## config.mk

```make
export PLATFORM = sky130hd
export DESIGN_NAME = mfba_ram
export DESIGN_NICKNAME = d
export VERILOG_FILES = /design/src/rtl/core/mfba_ram.sv
export SDC_FILE = /design/constraint.sdc
export NUM_CORES = 1
export LEC_CHECK = 0
export BUFFER_PORTS_ARGS = -buffer_cell sky130_fd_sc_hd__buf_2
export CORE_UTILIZATION = 40
export CTS_BUF_LIST = sky130_fd_sc_hd__clkbuf_16
export DETAILED_ROUTE_END_ITERATION = 12
export GPL_TIMING_DRIVEN = 0
export SYNTH_ARGS = -nofsm -noshare
export SYNTH_HDL_FRONTEND = slang
export SYNTH_SLANG_ARGS = --single-unit
```

## constraint.sdc

```tcl
create_clock -name clock -period 4.3 [get_ports clock]
set_input_delay 0.43 -clock clock [delete_from_list [all_inputs] [get_ports clock]]
set_output_delay 0.43 -clock clock [all_outputs]
set_load 0.02 [all_outputs]
```

## src/rtl/core/mfba_ram.sv

```systemverilog
// Generic single-write, single-read RAM with registered read data.
module mfba_ram #(
   parameter int WIDTH  = 8,
   parameter int DEPTH  = 64,
   parameter int ADDR_W = (DEPTH > 1) ? $clog2(DEPTH) : 1
) (
   input  logic              clock,
   input  logic              we,
   input  logic [ADDR_W-1:0] waddr,
   input  logic [WIDTH-1:0]  wdata,
   input  logic              re,
   input  logic [ADDR_W-1:0] raddr,
   output logic [WIDTH-1:0]  rdata
);

   logic [WIDTH-1:0] mem_ff [DEPTH];
   logic [WIDTH-1:0] rdata_ff;

   always_ff @(posedge clock) begin
      if (we) begin
         mem_ff[waddr] <= wdata;
      end
      if (re) begin
         rdata_ff <= mem_ff[raddr];
      end
   end

   assign rdata = rdata_ff;

endmodule

```

# Word-level counts from Yosys, hierarchy flattened
# Memories as Yosys holds them, arrays and structs flattened. A register that Yosys moved wholly into a read port is not among the register bits.
# Index checks and enable logic that the tools add are counted.
[op_classes] mux=2
[op_table] op="1-bit 2-to-1 mux" n=2
[totals] n_memories=1 ram_bits=512 in_bits=23 out_inout_bits=8 reg_bits=0
[memory_table] memory="mem_ff" depth=64 width=8 rd=1 rd_ports_with_merged_regs=1 write_ports=1 line="16" source="logic [WIDTH-1:0] mem_ff [DEPTH];"

# Logic depth before layout (Yosys ltp)
# Gate-level depths: netlist of run 1.
[logic_depth] depth_word=2 depth_mapped=9 depth_no_buf=5

# Worst setup path after synthesis of run 1
# OpenSTA, ideal clock, no wires.
[synth_timing] kind="input to register" startpoint="input port raddr[1]" endpoint="register rdata_ff[3], in the netlist rdata[3], read port of mem_ff, data pin" n_path_buf=3 arrival_ps=1970 path_stages=7 required_ps=4034 setup_slack_ps=2064 path_cell_list="buf_4 buf_2 buf_2 mux4_2 mux4_2 o21ai_1 o41ai_1"
[synth_rtl] element="from (decl)" line="12" source="input logic [ADDR_W-1:0] raddr,"
[synth_rtl] element="to (decl)" line="17" source="logic [WIDTH-1:0] rdata_ff;"

==> results of run 1 <==
## metal layers
| layer | global-route usage (%) | share of wire (%) |
|---|---|---|
| met3 | 4.530 | 7.5 |
| met4 | 7.079 | 2.9 |
| met1 | 27.42 | 42 |
| met2 | 30.52 | 47 |
| met5 | 0 | 0.063 |
## state kept, by name, indices dropped and copies added, names as in the netlist
| signal | count |
|---|---|
| mem_ff | 512 |
| rdata | 8 |
## cells in the final DEF, fill, tap and decap left out, types with 3 or more instances in the layout
cell type  Yosys  routed
clkbuf_16      0      53
inv_1          0      15
buf_2         11      33
buf_4         13      14
nor2_1        83      83
edfxtp_1     520     520
a211oi_1       4       4
mux2i_1       23      23
nand2_1       19      19
o2111ai_1      3       3
nor2b_1       14      14
clkinv_2       0       8
clkinv_1       0      10
a22oi_1        3       3
buf_6          4       4
o22ai_1        8       8
nand3b_1       3       3
nand2b_1       7       7
o2bb2ai_1      3       3
buf_1          4       4
o221ai_1       8       8
nor3_1         7       7
nand3_1       13      13
a221oi_1       6       6
mux4_2       126     126
mux2_2        13      13
a21oi_1        3       3
clkbuf_1      17      17
## worst paths after layout
path              end  slack [ps]
max          rdata[3]        1410
min          rdata[1]         270
max reg2reg  rdata[7]        1980
min reg2reg  rdata[7]        1020
## cell type report
type	count	area (sq um)	area share, %
well taps	672	840.8	3.697
clock inverters	37	210.2	0.9242
repair buffers	23	117.6	0.5171
clock buffers	53	1326	5.831
flip-flops and latches	520	15620	68.65
diodes	1	2.502	0.01100
plain buffers	51	316.6	1.392
multi-input cells	369	4315	18.97
## power groups by stage
| stage | clock, uW | combinational [uW] | sequential [uW] |
|---|---|---|---|
| global route | 4410 | 593 | 5630 |
| finish | 4160 | 566 | 5630 |
| CTS | 4230 | 565 | 5630 |
| detailed placement | 0 | 564 | 5740 |
| global placement | 0 | 553 | 5740 |
| floorplan | 0 | 299 | 5750 |
## per-stage QoR
stage          std cells  hold slack, ps  instance area, sq um  setup WS, ps  utilization [%]
3_5_place_dp        1634           859.4                 21200         857.1            42.34
5_1_grt             1725           255.1                 22740          1423            45.42
4_1_cts             1724           246.2                 22730          1453            45.41
2_1_floorplan        940           528.9                 20250          2064                -
6_report            1726           273.1                 22740          1408            45.43
3_3_place_gp        1634           851.4                 21200         892.7            42.34
## worst max-delay path, cell delays in order
cell     delay, ps
buf_4          190
buf_2          520
buf_4          360
buf_2          410
mux4_2         390
mux2i_1        290
a21oi_1        140
o21ai_1        230
o41ai_1        200
## logic make-up (layout without fill, tap and decap cells)
group | Yosys count | in the layout | synth area share [%]
flops | 520 | 520 | 77.12
mux | 162 | 162 | 15.88
simple gates | 153 | 153 | 3.374
compound gates | 54 | 54 | 2.064
buf+inv | 51 | 164 | 1.563
other cells | 0 | 1 | 0
==> metrics, run 1 <==
Clock transition at path regs=60 ps; # H-tree levels=2; DRC violations left=0; routed len/inst=28.53 um; initial DRC count=1234; sw frac=21.34%; pwr dens=455.5 nW/um^2; TNS Setup=0 ps; Clock power frac=40.2%; synth top area cells=edfxtp_1 77%, mux4_2 14%, nor2_1 1.5%, mux2i_1 1.1%, mux2_2 0.72%; vias in the first global route=9892; HP Start=re; Final Hold Fails=0; final setup fails=0; critical path startpoint category=input port; share of cells above drive strength 1=24.60%; Max Clock Skew=21.90 ps; GRT Residual Overflow=0; max_cap viols=0; Comb pwr share=5.5%; CP Max Fanout=10; cell-internal power=8149 uW; Starting Density=40.44%; Post-CTS Setup Bufs=0; Peak Freq=345.8 MHz; largest net degree at the start of global routing=65; post-DR vias/cell=5.671; antenna violations before repair=2; Die ar.=51520 sq um; RSZ-0062 raised after global routing=false; required time worst endpoint=4590 ps; Reg power frac=54.4%; crit path launch=raddr[1]; Yosys top cell by area=edfxtp_1; worst reg2reg startpoint=mem_ff[55][7]; nets@finish=1039; Least-Margin Pin Slew=1287 ps; ys async rst share=0%; final period utilization=67.26%; clk sinks=520; Hold Path Class=input port to register; clock buffer depth=3; drt total wl=49250 um; Total Routing Usage GR=19.70%; area delta synth->final=12.33%; first-pass GRT wire length=70190 um; Ports=31; drt first pass iters=5; num rows=82; hold depth=1; core area=50070 sq um; net switching power=2211 uW; Final Max Slew Viols=0; hold_buf cts=0; status=finished, final reports clean; Mean Syn Cell Area=21.54 sq um; crit path DAT=3180 ps; Placer Congestion=0.9043; synth cell count leaders=520 x edfxtp_1, 126 x mux4_2, 83 x nor2_1; chip height=227.0 um; Post-synth EDFFs=520; via count=9788; Yosys top cell area share=77.12%; VDD IR max=0.3580 mV; critical path class=input port to register; CP endpoint kind=register; Mapped Nets=963; sequential-to-total area share from yosys stat=77.12%; YS warnings=0; detailed-placement wirelength estimate=31250 um; clock period minus worst slack=2892 ps; total chip power=10360 uW; clock buffer count from CTS=51; Leak=0.007040 uW; mapped cell area=20250 sq um; Die Wd=227.0 um; top-count cell post-synth=edfxtp_1; CTS tree=yes; Main synth FF type=edfxtp_1; Yosys reg bits=520; Synth cell types=39; Slew HR=14.21%; post-CTS sizing=0; final antenna-violating net count=0; Synth Instances=940; buffers added on ports=22; FILL cells=4280; Root Buffer=clkbuf_16; Skew-Pair Late Insertion Delay=590 ps; Worst R2R Path Depth=4
Power figures use the tool's default switching activity.
==> run 2, diff against run 1 <==
- clock period: 4.3 -> 2.63 ns (I/O delays scaled with it)
==> run 2 against run 1 <==
Compared with the run above:
- critical path depth stayed put
- worst setup slack worse by 1300 ps
- non-clock buffer count is 1 lower
- combinational power increased by 63%
- global-route usage barely moved
- register-to-register slack lost 1700 ps
- sequential cell count stayed put
- via count fell by 0.31%
- design area hardly changed
- clock power grew 64%
- critical endpoint unchanged
- largest cell class unchanged
==> metrics, run 2 (synthesis results as in run 1) <==
first-pass GRT wire length=70070 um (-0.17%); Skew-Pair Late Insertion Delay=590 ps (about the same); # H-tree levels=2 (unchanged); vias in the first global route=9877 (-0.15%); Total Routing Usage GR=19.66% (-0.034 points); final antenna-violating net count=0 (unchanged); cell-internal power=13320 uW (+63%); Ports=31 (unchanged); area occupied by registers=15620 sq um (unchanged); initial DRC count=1271 (+3.0%); largest net degree at the start of global routing=65 (unchanged); crit path DAT=2810 ps (-370 ps); Placed Area=21200 sq um (unchanged); FILL cells=4282 (+0.047%); critical path startpoint category=input port; max_cap viols=0 (unchanged); Post-CTS Setup Bufs=0 (unchanged); worst reg2reg startpoint=mem_ff[20][6]; Die Wd=227.0 um (unchanged); Clock transition at path regs=60 ps (about the same); Root Buffer=clkbuf_16; via count=9758 (-0.31%); Die ar.=51520 sq um (unchanged); length of routed wiring on met1=20650 um (-1.1%); met3 wire len=3896 um (+6.1%); final setup fails=0 (unchanged); total chip power=16950 uW (+64%); R2R setup slack=280 ps (-1700 ps); Top Metal Used=met5; pwr dens=745.1 nW/um^2 (+64%); Clock power frac=40.2% (about the same); crit path launch=raddr[1]; Starting Density=40.44% (unchanged); CTS tree=yes; commonest non-fill, non-tap cell in the layout=edfxtp_1; Slew HR=12.76% (-1.5 points); critical path class=input port to register; R2R Path End=rdata[6]; clock period minus worst slack=2524 ps; status=finished, final reports clean; Largest Register=mem_ff; CP endpoint kind=register; nets@finish=1038 (-0.096%); Least-Margin Pin Slew=1309 ps (+21.79 ps); Worst R2R Path Depth=5 (+1); TNS Setup=0 ps (unchanged); drt first pass iters=5 (unchanged); commonest cells after routing, fill and taps aside=520 x edfxtp_1, 126 x mux4_2, 83 x nor2_1; DRC violations left=0 (unchanged); Comb pwr share=5.5% (about the same); GRT Residual Overflow=0 (unchanged); share of cells above drive strength 1=24.81% (+0.21 points); net switching power=3623 uW (+64%); Placer Congestion=0.9043 (unchanged); clock buffer count from CTS=51 (unchanged); Peak Freq=396.3 MHz; chip height=227.0 um (unchanged); design area=22750 sq um (about the same); CP Max Fanout=10 (unchanged); Ant. Diodes=0 (-1); buffers added on ports=22 (unchanged); clock buffer depth=3 (unchanged); num rows=82 (unchanged); core area=50070 sq um (unchanged); clk sinks=520 (unchanged); Reg power frac=54.3% (about the same); Largest register FFs=512 (unchanged); sw frac=21.38% (+0.036 points); RSZ-0062 raised after global routing=false; drt total wl=49180 um (-0.15%); final period utilization=95.95%; routed len/inst=28.52 um (about the same); Final Max Slew Viols=0 (unchanged); VDD IR max=0.5852 mV (+63%); Hold Path Class=input port to register; required time worst endpoint=2920 ps (-1670 ps); critical path endpoint=rdata[3]; met2 wire length=23150 um (-0.30%); multi-input logic area=4320 sq um (+0.12%); detailed-placement wirelength estimate=31250 um (unchanged); antenna violations before repair=3 (+1); Final Hold Fails=0 (unchanged); post-DR vias/cell=5.660 (-0.19%); Leak=0.007044 uW (about the same); Max Clock Skew=20.21 ps (-1.693 ps); area delta synth->final=12.35% (about the same)
## run 2: cell types whose count changed in the layout (fill, tap and decap cells not counted), sizes merged
cell and delta:
diode -1, buf -2, clkbuf +1
## run 2: worst max-delay path: stages
cell	delay (ps)
buf_4	200
clkbuf_4	400
buf_4	320
buf_2	400
mux4_2	380
mux2i_1	290
a21oi_1	130
o21ai_1	210
o41ai_1	200
## run 2: worst min path at each step
stage | from | endpoint | slack [ps] | cells after the start
4_1_cts | re | rdata[1] | 80 | 1
3_3_place_gp | re | rdata[0] | 680 | 1
5_1_grt | re | rdata[2] | 90 | 1
6_report | re | rdata[1] | 100 | 1
2_1_floorplan | wdata[0] | mem_ff[0][0] | 360 | 0
3_5_place_dp | re | rdata[0] | 690 | 1
## run 2: cell type report
class	instances	share of cell area [%]
Sequential cell	520	68.65
Multi-Input combinational cell	369	18.99
Clock buffer	53	5.831
Tap cell	672	3.696
Buffer	50	1.392
Clock inverter	37	0.9241
Timing Repair Buffer	23	0.5171
## run 2: power by group through the flow
stage	clock, uW	combinational (uW)	sequential (uW)
after floorplan	0	489	9390
after global placement	0	904	9380
after detailed placement	0	922	9390
after CTS	6910	922	9210
after global routing	7210	970	9210
final	6810	925	9210
## run 2: timing repair
action	CTS	global route
gates resized for setup	0	4
setup endpoints to repair	1	5
hold buffers	0	0
## run 2: stage by stage
stage                     cells  hold slack (ps)  worst slack, ps  utilization [%]
after CTS                  1723            79.18            14.88            45.40
after global routing       1724            88.05            89.70            45.43
after global placement     1634            684.4           -610.3            42.34
after floorplan             940            361.9            560.7                -
final                      1724            101.3            106.5            45.43
after detailed placement   1634            692.4           -645.9            42.34
## run 2: per-layer routing
| metal | vias to the layer above | track usage (%) |
|---|---|---|
| li1 | 4081 | - |
| met1 | 5168 | 27.37 |
| met2 | 413 | 30.42 |
| met3 | 90 | 4.659 |
| met4 | 6 | 6.950 |
| met5 | - | 0 |
